==> config.mk <==
export PLATFORM = sky130hd
export DESIGN_NAME = crng_front
export DESIGN_NICKNAME = d
export VERILOG_FILES = /design/src/rtl/core/crng_pkg.sv /design/src/rtl/core/crng_front.sv
export SDC_FILE = /design/constraint.sdc
export NUM_CORES = 1
export LEC_CHECK = 0
export BUFFER_PORTS_ARGS = -buffer_cell sky130_fd_sc_hd__buf_4
export CORE_MARGIN = 3
export CORE_UTILIZATION = 25
export DETAILED_ROUTE_END_ITERATION = 6
export PLACE_DENSITY = 0.43
export RECOVER_POWER = 100
export SYNTH_ARGS = -nofsm -noshare
export SYNTH_HDL_FRONTEND = slang
export SYNTH_SLANG_ARGS = --single-unit
==> constraint.sdc <==
create_clock -name clk -period 4.6 [get_ports clk]
set_clock_uncertainty 0.2 [all_clocks]
set_input_delay 0.23 -clock clk [delete_from_list [all_inputs] [get_ports clk]]
set_output_delay 0.23 -clock clk [all_outputs]
set_load 0.02 [all_outputs]
==> src/rtl/core/crng_pkg.sv <==
`timescale 1ns / 1ps
// ----------------------------------------------------------------------------
// crng_pkg
// Types, constants and ChaCha20 round functions shared by the random
// generator modules.
// ----------------------------------------------------------------------------
package crng_pkg;

    typedef logic [31:0]       word_t;
    typedef logic [7:0][31:0]  key_t;
    typedef logic [15:0][31:0] block_t;
    typedef logic [6:0]        nbytes_t;
    typedef logic [3:0]        word_idx_t;
    typedef logic [2:0]        vbytes_t;

    localparam word_t   SIGMA0      = 32'h61707865;
    localparam word_t   SIGMA1      = 32'h3320646E;
    localparam word_t   SIGMA2      = 32'h79622D32;
    localparam word_t   SIGMA3      = 32'h6B206574;
    localparam logic [63:0] SEED_LOW = 64'h1234567890ABCDEF;
    localparam word_t   SEED_MUL    = 32'h9E3779B9;
    localparam int      KEY_BYTES   = 32;
    localparam nbytes_t BLOCK_BYTES = 7'd64;

    // Request queue between the front and the block engine.
    localparam int REQ_DEPTH = 2;
    localparam int REQ_PTR_W = $clog2(REQ_DEPTH);
    localparam int REQ_CNT_W = $clog2(REQ_DEPTH + 1);

    typedef enum logic [1:0] {
        CORE_IDLE,
        CORE_ROUND,
        CORE_DONE
    } core_state_t;

    // Finished block handed from the engine to the word emitter.
    typedef struct packed {
        logic    valid;
        nbytes_t nbytes;
        block_t  words;
    } blk_xfer_t;

    typedef struct packed {
        logic    valid;
        nbytes_t nbytes;
    } req_t;

    // Reset key: the low 8 bytes come from SEED_LOW, byte i above that is the
    // low byte of i * SEED_MUL.
    function automatic key_t seed_key();
        logic [KEY_BYTES-1:0][7:0] bytes;
        word_t prod;
        for (int i = 0; i < 8; i++)
        begin
            bytes[i] = SEED_LOW[8*i +: 8];
        end
        for (int i = 8; i < KEY_BYTES; i++)
        begin
            prod = 32'(i) * SEED_MUL;
            bytes[i] = prod[7:0];
        end
        return key_t'(bytes);
    endfunction

    localparam key_t SEED_KEY = seed_key();

    function automatic block_t block_init(input key_t key);
        block_t b;
        b[0] = SIGMA0;
        b[1] = SIGMA1;
        b[2] = SIGMA2;
        b[3] = SIGMA3;
        for (int i = 0; i < 8; i++)
        begin
            b[4 + i] = key[i];
        end
        for (int i = 12; i < 16; i++)
        begin
            b[i] = '0;
        end
        return b;
    endfunction

    function automatic word_t rotl(input word_t v, input int n);
        return (v << n) | (v >> (32 - n));
    endfunction

    function automatic logic [3:0][31:0] quarter(input word_t a_in, input word_t b_in,
                                                 input word_t c_in, input word_t d_in);
        word_t a;
        word_t b;
        word_t c;
        word_t d;
        a = a_in;
        b = b_in;
        c = c_in;
        d = d_in;
        a = a + b; d = rotl(d ^ a, 16);
        c = c + d; b = rotl(b ^ c, 12);
        a = a + b; d = rotl(d ^ a, 8);
        c = c + d; b = rotl(b ^ c, 7);
        return {d, c, b, a};
    endfunction

    function automatic block_t column_round(input block_t s);
        block_t r;
        logic [3:0][31:0] q;
        r = s;
        for (int i = 0; i < 4; i++)
        begin
            q = quarter(s[i], s[4 + i], s[8 + i], s[12 + i]);
            r[i]      = q[0];
            r[4 + i]  = q[1];
            r[8 + i]  = q[2];
            r[12 + i] = q[3];
        end
        return r;
    endfunction

    function automatic block_t diagonal_round(input block_t s);
        block_t r;
        logic [3:0][31:0] q;
        r = s;
        for (int i = 0; i < 4; i++)
        begin
            q = quarter(s[i], s[4 + (i + 1) % 4], s[8 + (i + 2) % 4], s[12 + (i + 3) % 4]);
            r[i]                  = q[0];
            r[4 + (i + 1) % 4]    = q[1];
            r[8 + (i + 2) % 4]    = q[2];
            r[12 + (i + 3) % 4]   = q[3];
        end
        return r;
    endfunction

endpackage

==> src/rtl/core/crng_front.sv <==
`timescale 1ns / 1ps
// ----------------------------------------------------------------------------
// crng_front
// Accepts requests, drops empty ones, saturates the byte count and queues
// them for the block engine.
// ----------------------------------------------------------------------------
module crng_front (
    input  logic             clk,
    input  logic             rst_n,
    input  logic             push,
    output logic             full,
    input  crng_pkg::nbytes_t bytes_wanted,
    output crng_pkg::req_t   req,
    input  logic             req_pop
);
    import crng_pkg::*;

    nbytes_t                     mem_reg [REQ_DEPTH];
    logic    [REQ_PTR_W-1:0]     wr_ptr_reg, wr_ptr_next;
    logic    [REQ_PTR_W-1:0]     rd_ptr_reg, rd_ptr_next;
    logic    [REQ_CNT_W-1:0]     cnt_reg, cnt_next;
    logic                        do_write;
    logic                        do_read;
    nbytes_t                     sat_bytes;

    assign full = (cnt_reg == REQ_CNT_W'(REQ_DEPTH));

    // A request for zero bytes is a complete transaction with no results.
    assign do_write  = push && !full && (bytes_wanted != '0);
    assign do_read   = req_pop && (cnt_reg != '0);
    assign sat_bytes = (bytes_wanted > BLOCK_BYTES) ? BLOCK_BYTES : bytes_wanted;

    assign req.valid  = (cnt_reg != '0);
    assign req.nbytes = mem_reg[rd_ptr_reg];

    always_comb
    begin
        wr_ptr_next = wr_ptr_reg;
        rd_ptr_next = rd_ptr_reg;
        cnt_next    = cnt_reg;
        if (do_write)
        begin
            wr_ptr_next = wr_ptr_reg + 1'b1;
        end
        if (do_read)
        begin
            rd_ptr_next = rd_ptr_reg + 1'b1;
        end
        if (do_write && !do_read)
        begin
            cnt_next = cnt_reg + 1'b1;
        end
        else if (!do_write && do_read)
        begin
            cnt_next = cnt_reg - 1'b1;
        end
    end

    always_ff @(posedge clk or negedge rst_n)
    begin
        if (!rst_n)
        begin
            wr_ptr_reg <= '0;
            rd_ptr_reg <= '0;
            cnt_reg    <= '0;
        end
        else
        begin
            wr_ptr_reg <= wr_ptr_next;
            rd_ptr_reg <= rd_ptr_next;
            cnt_reg    <= cnt_next;
        end
    end

    always_ff @(posedge clk)
    begin
        if (do_write)
        begin
            mem_reg[wr_ptr_reg] <= sat_bytes;
        end
    end

endmodule

==> impl_metrics.csv <==
group,metric,value,unit
outcome,status,"completed",
floorplanning,core,2880,um2
floorplanning,die_x,62.2,um
cts,cts_tree,"done",
routing,vias,442,
routing,route.met3.wl,89,um
sta,finalCritPeriodShare,54.0,%
critical_path,crit_arrival,2210,ps
global_route,first_global_vias,476,
routing,ant_nets,0,
routing,viasPerCell,3.88,
cells_and_area,syn2layout_area_growth,22.1,%
cells_and_area,num-fill-cells,304,
synthesis,synth_nets,61,
synthesis,synth_top_family_by_area,"simple AND/OR/NAND/NOR gates",
pwr,leakagePower,0.363,nW
synthesis,synth-seq-cells,18,
sta,worst_pin_slew,647,ps
sta,setup_viol,0,
sta,slew_headroom,56.8,%
flow_run,drv_cap,0,
routing,drt_pass1_iterations,1,
critical_path,cp-start-kind,"input pin",
cells_and_area,multiInputGateArea,238,um2
synthesis,synth-main-ff-cell,"edfxtp_1",
sta,finalCriticalPeriod,2480,ps
cts,cts_made_buffers,3,
synthesis,synthXorXnorAreaFrac,5.56,%
sta,fmax,402,MHz
floorplanning,die_h,62.2,um
routing,drtIter0Drc,0,
routing,wire_per_inst,11.9,um
synthesis,syn_inst,49,
routing,drc_errors,0,
critical_path,required,4330,ps
floorplanning,placementRows,19,
synthesis,yosysMostFrequentCell,"edfxtp_1",
synthesis,ys_async_sr_fraction,22.2,%
synthesis,synth_top_area_share,53.3,%
synthesis,synthTopCellsByCount,"edfxtp_1 (14), mux2_2 (7), and2b_1 (6)",
cts,clkSlewWorstSetupHoldPaths,100,ps
cts,clock_path_buffers,2,
pwr,p_per_area,561,nW/um2
synthesis,ys_warn_count,0,
floorplanning,start_util,27.4,%
placement,dpl.hpwl,1010,um
critical_path,path_max_fanout,9,
synthesis,ys_seq_area_share,66.0,%
synthesis,synth_edf_count,14,
min_path,holdCritPathClass,"input pin to flop",
sta,rsz0062_at_grt,"no",
routing,met2_length,640,um
placement,gp_congestion,0.717,
cts,h-tree-depth,1,
synthesis,synth-compound-area-share,2.54,%
synthesis,synth.distinct_cells,18,
cells_and_area,antenna_cells,0,
sta,setup_total_negative_slack,0,ps
cts,insertion_delay,280,ps
routing,top_layer,"met4",
sta,finalHoldViolCount,0,
synthesis,syn-cell-area,788,um2
cells_and_area,drive_above_1_share,27.8,%
placement,io_buffers,19,
critical_path,endpoint_kind,"flop",
sta,maxSlewViolCount,0,
synthesis,synth_area_leaders,"edfxtp_1 (53%), dfrtp_1 (13%), mux2_2 (10%), and2b_1 (5.7%), xor2_1 (3.3%)",
routing,wl_met1,605,um
cells_and_area,layout.area.seq,520,um2
synthesis,synth_fa_ha_area_share,1.59,%
synthesis,syn_area_per_cell,16.1,um2
global_route,grt_pass1_wl,2260,um
global_route,antenna_found_initial,0,
routing,wl,1350,um
pwr,p_total,0.540,mW
synthesis,synth_simple_gate_area_share,12.7,%
global_route,grt_max_degree,11,
global_route,overflow,0,
floorplanning,design.portCount,20,
cts,cts_sinks,18,
cells_and_area,largest_register_ffs,14,
critical_path,worstSetupPathType,"input pin to flop",
synthesis,synth_top_area_cell,"edfxtp_1",
synthesis,muxShareOfSynthArea,10.0,%
global_route,grt_util_all_layers,7.73,%
cells_and_area,fin_nets,85,
sta,timing.hold.ws,28.8,ps
pwr,ir_drop,0.163,mV
floorplanning,die_area,3860,um2
cts,cts_root_buf,"clkbuf_4",
-- cell families after synthesis --
family,after synthesis
xor gates and xnor gates,5
DFF,18
muxes,7
adders and majority gates,1
and+or+nand+nor,14
buffers and inverters,3
AOI/OAI and AO/OA,1
-- where the power goes --
| part | switching [mW] | internal, mW | leakage [nW] |
|---|---|---|---|
| combinational | 0.116 | 0.0841 | 0.168 |
| clock | 0.0458 | 0.0315 | 0.0154 |
| sequential | 0.0324 | 0.229 | 0.179 |
| total | 0.195 | 0.345 | 0.363 |
-- layout make-up --
type	count	share of cell area [%]
Clock buffer	3	2.34
Clock inverter	1	0.390
Inverter	1	0.390
Multi-Input combinational cell	28	24.7
Sequential cell	18	54.1
Tap cell	42	5.46
Timing Repair Buffer	21	12.6
-- metal layers --
metal / vias to the layer above / GRT usage [%]
met3: 2 / 4.14
met2: 14 / 12.0
met4: 0 / 2.49
li1: 218 / -
met5: - / 0
met1: 208 / 9.19
-- cells in the final DEF, fill, tap and decap left out --
cell type and instances:
nor2_1 1, nor4_2 1, clkinv_1 1, clkbuf_4 3
ha_1 1, and2b_1 6, dfrtp_1 4, xnor2_1 2
nor2b_1 2, and2_0 1, dlygate4sd3_1 2, xor2_1 3
a211oi_1 1, edfxtp_1 14, nand2_1 1, nor3_1 1
inv_1 1, clkbuf_1 11, or2_2 1, mux2_2 7
buf_4 8
-- what timing repair did --
action                                 in CTS  in global routing
endpoints found under the hold margin       6                  0
buffers inserted                            0                  0
resized for setup                           0                  0
hold buffers                                2                  0
-- worst paths after layout --
kind	start	endpoint	slack, ps	cells after the start
min in group asynchronous	rst_n	rd_ptr_reg	100	2
worst max register to register	cnt_reg[1]	mem_reg[0][1]	2470	3
worst max-delay path	bytes_wanted[6]	mem_reg[0][1]	2120	5
max in group asynchronous	rst_n	wr_ptr_reg	3900	2
worst min-delay path	req_pop	rd_ptr_reg	30	3
worst min register to register	cnt_reg[1]	cnt_reg[1]	280	1
-- critical path, cell delays in order --
cell and delay (ps):
dlygate4sd3_1 520, clkbuf_1 290, nor3_1 80, a211oi_1 480, nor2b_1 600
-- metrics by stage --
stage	setup slack (ps)	std cells	cell area [um2]	util [%]
6_report	2120	114	962	33.4
5_1_grt	1910	114	962	33.4
4_1_cts	2470	114	1020	35.5
3_5_place_dp	2640	108	975	33.9
3_3_place_gp	2690	108	975	33.9
2_1_floorplan	2790	49	788	-
Note: power is estimated with default switching activity, not from simulation.
