`config.mk`:
```
export PLATFORM = sky130hd
export DESIGN_NAME = crng_emit
export DESIGN_NICKNAME = d
export VERILOG_FILES = /design/src/rtl/core/crng_pkg.sv /design/src/rtl/core/crng_emit.sv
export SDC_FILE = /design/constraint.sdc
export NUM_CORES = 1
export LEC_CHECK = 0
export BUFFER_PORTS_ARGS = -buffer_cell sky130_fd_sc_hd__buf_2
export CAP_MARGIN = 15
export CELL_PAD_IN_SITES_DETAIL_PLACEMENT = 1
export CELL_PAD_IN_SITES_GLOBAL_PLACEMENT = 1
export CORE_ASPECT_RATIO = 0.7
export CORE_MARGIN = 2
export CORE_UTILIZATION = 30
export DETAILED_ROUTE_END_ITERATION = 8
export PLACE_DENSITY_LB_ADDON = 0.1
export SLEW_MARGIN = 5
export SYNTH_ARGS = -nofsm -noshare
export SYNTH_HDL_FRONTEND = slang
export SYNTH_SLANG_ARGS = --single-unit
```
`constraint.sdc`:
```
create_clock -name clk -period 15.5 [get_ports clk]
set_input_delay 3.1 -clock clk [delete_from_list [all_inputs] [get_ports clk]]
set_output_delay 3.1 -clock clk [all_outputs]
set_load 0.005 [all_outputs]
```
`src/rtl/core/crng_pkg.sv`:
```
`timescale 1ns / 1ps
// ----------------------------------------------------------------------------
// crng_pkg
// Types, constants and ChaCha20 round functions shared by the random
// generator modules.
// ----------------------------------------------------------------------------
package crng_pkg;

    typedef logic [31:0]       word_t;
    typedef logic [7:0][31:0]  key_t;
    typedef logic [15:0][31:0] block_t;
    typedef logic [6:0]        nbytes_t;
    typedef logic [3:0]        word_idx_t;
    typedef logic [2:0]        vbytes_t;

    localparam word_t   SIGMA0      = 32'h61707865;
    localparam word_t   SIGMA1      = 32'h3320646E;
    localparam word_t   SIGMA2      = 32'h79622D32;
    localparam word_t   SIGMA3      = 32'h6B206574;
    localparam logic [63:0] SEED_LOW = 64'h1234567890ABCDEF;
    localparam word_t   SEED_MUL    = 32'h9E3779B9;
    localparam int      KEY_BYTES   = 32;
    localparam nbytes_t BLOCK_BYTES = 7'd64;

    // Request queue between the front and the block engine.
    localparam int REQ_DEPTH = 2;
    localparam int REQ_PTR_W = $clog2(REQ_DEPTH);
    localparam int REQ_CNT_W = $clog2(REQ_DEPTH + 1);

    typedef enum logic [1:0] {
        CORE_IDLE,
        CORE_ROUND,
        CORE_DONE
    } core_state_t;

    // Finished block handed from the engine to the word emitter.
    typedef struct packed {
        logic    valid;
        nbytes_t nbytes;
        block_t  words;
    } blk_xfer_t;

    typedef struct packed {
        logic    valid;
        nbytes_t nbytes;
    } req_t;

    // Reset key: the low 8 bytes come from SEED_LOW, byte i above that is the
    // low byte of i * SEED_MUL.
    function automatic key_t seed_key();
        logic [KEY_BYTES-1:0][7:0] bytes;
        word_t prod;
        for (int i = 0; i < 8; i++)
        begin
            bytes[i] = SEED_LOW[8*i +: 8];
        end
        for (int i = 8; i < KEY_BYTES; i++)
        begin
            prod = 32'(i) * SEED_MUL;
            bytes[i] = prod[7:0];
        end
        return key_t'(bytes);
    endfunction

    localparam key_t SEED_KEY = seed_key();

    function automatic block_t block_init(input key_t key);
        block_t b;
        b[0] = SIGMA0;
        b[1] = SIGMA1;
        b[2] = SIGMA2;
        b[3] = SIGMA3;
        for (int i = 0; i < 8; i++)
        begin
            b[4 + i] = key[i];
        end
        for (int i = 12; i < 16; i++)
        begin
            b[i] = '0;
        end
        return b;
    endfunction

    function automatic word_t rotl(input word_t v, input int n);
        return (v << n) | (v >> (32 - n));
    endfunction

    function automatic logic [3:0][31:0] quarter(input word_t a_in, input word_t b_in,
                                                 input word_t c_in, input word_t d_in);
        word_t a;
        word_t b;
        word_t c;
        word_t d;
        a = a_in;
        b = b_in;
        c = c_in;
        d = d_in;
        a = a + b; d = rotl(d ^ a, 16);
        c = c + d; b = rotl(b ^ c, 12);
        a = a + b; d = rotl(d ^ a, 8);
        c = c + d; b = rotl(b ^ c, 7);
        return {d, c, b, a};
    endfunction

    function automatic block_t column_round(input block_t s);
        block_t r;
        logic [3:0][31:0] q;
        r = s;
        for (int i = 0; i < 4; i++)
        begin
            q = quarter(s[i], s[4 + i], s[8 + i], s[12 + i]);
            r[i]      = q[0];
            r[4 + i]  = q[1];
            r[8 + i]  = q[2];
            r[12 + i] = q[3];
        end
        return r;
    endfunction

    function automatic block_t diagonal_round(input block_t s);
        block_t r;
        logic [3:0][31:0] q;
        r = s;
        for (int i = 0; i < 4; i++)
        begin
            q = quarter(s[i], s[4 + (i + 1) % 4], s[8 + (i + 2) % 4], s[12 + (i + 3) % 4]);
            r[i]                  = q[0];
            r[4 + (i + 1) % 4]    = q[1];
            r[8 + (i + 2) % 4]    = q[2];
            r[12 + (i + 3) % 4]   = q[3];
        end
        return r;
    endfunction

endpackage

```
`src/rtl/core/crng_emit.sv`:
```
`timescale 1ns / 1ps
// ----------------------------------------------------------------------------
// crng_emit
// Holds one finished keystream block and hands out the requested bytes as
// little-endian words, masking the tail of the final word.
// ----------------------------------------------------------------------------
module crng_emit (
    input  logic                 clk,
    input  logic                 rst_n,
    input  crng_pkg::blk_xfer_t  xfer,
    output logic                 xfer_ready,
    output logic                 empty,
    input  logic                 pop,
    output crng_pkg::word_t      out_word,
    output crng_pkg::vbytes_t    valid_bytes,
    output logic                 last
);
    import crng_pkg::*;

    block_t     buf_reg;
    nbytes_t    nbytes_reg;
    word_idx_t  idx_reg, idx_next;
    logic       busy_reg, busy_next;
    nbytes_t    nbytes_m1;
    word_idx_t  last_idx;
    vbytes_t    tail_bytes;
    word_t      cur_word;
    logic       take;

    assign nbytes_m1  = nbytes_reg - 7'd1;
    assign last_idx   = nbytes_m1[5:2];
    assign tail_bytes = {1'b0, nbytes_m1[1:0]} + 3'd1;
    assign cur_word   = buf_reg[idx_reg];

    assign empty       = !busy_reg;
    assign last        = (idx_reg == last_idx);
    assign valid_bytes = last ? tail_bytes : 3'd4;

    always_comb
    begin
        out_word = cur_word;
        if (last)
        begin
            case (nbytes_m1[1:0])
                2'd0:    out_word = {24'd0, cur_word[7:0]};
                2'd1:    out_word = {16'd0, cur_word[15:0]};
                2'd2:    out_word = {8'd0, cur_word[23:0]};
                default: out_word = cur_word;
            endcase
        end
    end

    // A new block may be loaded in the same cycle the final word leaves.
    assign xfer_ready = !busy_reg || (pop && last);
    assign take       = xfer.valid && xfer_ready;

    always_comb
    begin
        idx_next  = idx_reg;
        busy_next = busy_reg;
        if (busy_reg && pop)
        begin
            idx_next = idx_reg + 1'b1;
            if (last)
            begin
                busy_next = 1'b0;
            end
        end
        if (take)
        begin
            idx_next  = '0;
            busy_next = 1'b1;
        end
    end

    always_ff @(posedge clk or negedge rst_n)
    begin
        if (!rst_n)
        begin
            idx_reg  <= '0;
            busy_reg <= 1'b0;
        end
        else
        begin
            idx_reg  <= idx_next;
            busy_reg <= busy_next;
        end
    end

    always_ff @(posedge clk)
    begin
        if (take)
        begin
            buf_reg    <= xfer.words;
            nbytes_reg <= xfer.nbytes;
        end
    end

endmodule

```
==> flow_summary.yaml <==
logic_synthesis:
  yosysWarningCount: 0
  synthesis.nets: 1367
  yosys-top-cells-area: "edfxtp_1 (77%), mux4_2 (17%), nor2b_1 (0.99%)"
  synthArstFlopShare_pct: 0.956
  synth-edff-count: 518
  synth_flop_cell: "edfxtp_1"
  synth_largest_area_cell: "edfxtp_1"
  synth_area_per_cell_um2: 23.9
  synthCells: 843
  netlist_area_um2: 20200
  synth_top_area_share_pct: 77.1
  yosys_register_bits: 523
  synth.distinct_cells: 48
  ys_seq_area_share_pct: 77.7
finish:
  fin_util_pct: 38.8
  largest_reg_flops: 512
  stdcell_count: 2377
  design_area_um2: 25800
  fill_cells: 6588
  area_growth_pct: 27.7
  drive_gt1_share_pct: 55.8
  nNetsFinal: 1950
setup_path:
  cp-start-kind: "register"
  rr_startpoint: "idx_reg[2]$_DFFE_PN0P_"
  path_max_fanout: 40
  timing.critical_path.required_ns: 12.40
  critPathKind: "register to output pin"
  r2r_cells: 8
  cp.arrival_ns: 4.36
  endpoint_kind: "output pin"
  r2r_end: "buf_reg[170]$_DFFE_PP_"
  r2r_slack_ns: 11.50
timing:
  rsz0062_at_grt: "no"
  fin_skew_ns: 0.0243
  setup_tns_ns: 0
  min_period_over_period_pct: 48.2
  whs_ns: 0.660
  max_clock_freq_mhz: 134
  hold_violations: 0
  max_slew.worst_pin.slew_ns: 1.22
  slew_headroom_pct: 18.4
  finalSetupViolations: 0
  fin_ws_ns: 8.04
  min_period_ns: 7.46
  finalMaxSlewViolations: 0
route:
  antenna_left: 0
  avgViaCountPerCell: 4.57
  wire_per_inst_um: 24.5
  wl_mm: 58.3
  drc: 0
  vias: 10900
  drtIter0Drc: 750
  firstDrtPassIters: 6
grt:
  grt_usage_pct: 16.8
  grt_pass1_wl_mm: 84.6
  grt_pass1_vias: 12200
  grt_max_degree: 195
  antenna_found_initial: 30
  gr-total-overflow: 0
run_status:
  status: "finished clean"
power_and_ir_drop:
  p_leak_nw: 9.13
  finalPower_mw: 4.29
  peakVddDrop_v: 0.000123
  power.density_nw_per_um2: 167
clock_tree:
  cts_root_buf: "clkbuf_16"
  cts_buffer_depth: 3
  post-cts-setup-buffers: 0
  cts_max_level: 2
  post_cts_resized: 0
  worstSkewPairLatency_ns: 0.61
  ctsHoldBuffers: 0
  cts_sinks: 523
  cts_buffers: 55
  cts_tree: "yes"
  clkTransAtPathRegs_ns: 0.06
hold_path:
  hold_depth: 2
  holdPathEnd: "idx_reg[1]$_DFFE_PN0P_"
  hp-class: "register to register"
  holdCritStartpoint: "busy_reg$_DFFE_PN0P_"
placement:
  dpl_worst_slack_ns: 8.49
  place_congestion: 0.783
  place_area_um2: 24000
  numPortBuffers: 559
  dpl.hpwl_mm: 40.3
  dp_cells: 2259
die:
  die_area_um2: 69400
  fp.dieW_um: 314
  die_h_um: 221
  ios: 561
  fp-row-count: 79
  start_util_pct: 30.3
  core_um2: 66500
flow_run:
  cap_viol_max_count: 0
cell usage after synthesis (3+ instances only):
| cell | count |
|---|---|
| nor2b_1 | 32 |
| o21ai_0 | 3 |
| nor3_2 | 3 |
| edfxtp_1 | 518 |
| mux2i_1 | 9 |
| mux4_2 | 151 |
| nand3_1 | 6 |
| buf_6 | 8 |
| nand2_1 | 7 |
| a211oi_1 | 10 |
| buf_1 | 4 |
| nor2_1 | 4 |
| dfrtp_1 | 5 |
| buf_2 | 13 |
| a21oi_1 | 13 |
| xnor2_1 | 3 |
| inv_1 | 4 |
| clkbuf_1 | 16 |
final cells by class:
class | instances | area (um^2) | share of cell area (%)
timing repair buffer | 571 | 2950 | 11.4
antenna | 19 | 47.5 | 0.184
sequential | 523 | 15700 | 60.9
clock inverter | 36 | 277 | 1.07
tap | 891 | 1110 | 4.32
clock buffer | 62 | 1450 | 5.61
inverter | 5 | 18.8 | 0.0728
multi-input combinational | 270 | 4240 | 16.4
logic make-up after synthesis:
kind of cell | Yosys count | synth area share [%]
AO/OA/AOI/OAI | 38 | 1.23
XOR/XNOR | 4 | 0.174
adder cells (fa/ha/maj) | 1 | 0.0620
buffers and inverters | 50 | 1.36
flip-flops | 523 | 77.7
multiplexers | 161 | 17.4
AND/OR/NAND/NOR | 66 | 2.14
cells in the final DEF, fill, tap and decap left out, types with 2 or more instances in the layout:
cell          n
dfrtp_4       4
buf_12        3
clkbuf_16    57
mux2i_1       9
and2_1        2
a21o_1        2
mux4_2      151
nor3_2        3
a211oi_1     10
a21oi_1      13
inv_1         4
xnor2_1       3
clkbuf_1      5
edfxtp_1    518
bufinv_16     4
clkinv_1     13
diode_2      19
nor2_1        4
buf_2       559
o21ai_0       3
clkinv_2     15
nand2_1       7
clkinvlp_4    2
nor2b_1      32
buf_4         8
nand3_1       6
worst max-delay path by stage:
stage	startpoint	endpoint	slack, ns	cells after the start
global placement	idx_reg[0]$_DFFE_PN0P_	out_word[15]	8.46	7
floorplan	xfer[519]	buf_reg[0]$_DFFE_PP_	5.24	3
detailed placement	idx_reg[0]$_DFFE_PN0P_	out_word[15]	8.49	7
CTS	idx_reg[0]$_DFFE_PN0P_	out_word[15]	7.81	7
finish	idx_reg[0]$_DFFE_PN0P_	out_word[15]	8.04	7
global route	idx_reg[0]$_DFFE_PN0P_	out_word[15]	7.55	7
report_power, final:
part	internal (mW)	switching (mW)	total [mW]
Clock	0.731	0.557	1.29
Sequential	1.74	0.0771	1.81
Combinational	0.610	0.583	1.19
critical path, cell delays in order, from the launching register on:
cell and delay [ns]:
dfrtp_4 0.77, buf_4 0.64, buf_4 0.74, mux4_2 0.59, mux2_2 0.27, a211oi_1 0.40
a211oi_1 0.08, buf_2 0.19
layer usage:
metal,wire (um),track usage [%],vias up
li1,-,-,4811
met5,171,0,-
met2,29100,27.8,315
met3,4540,5.67,87
met1,23600,21.1,5624
met4,942,4.24,26
(Power assumes the default switching activity.)
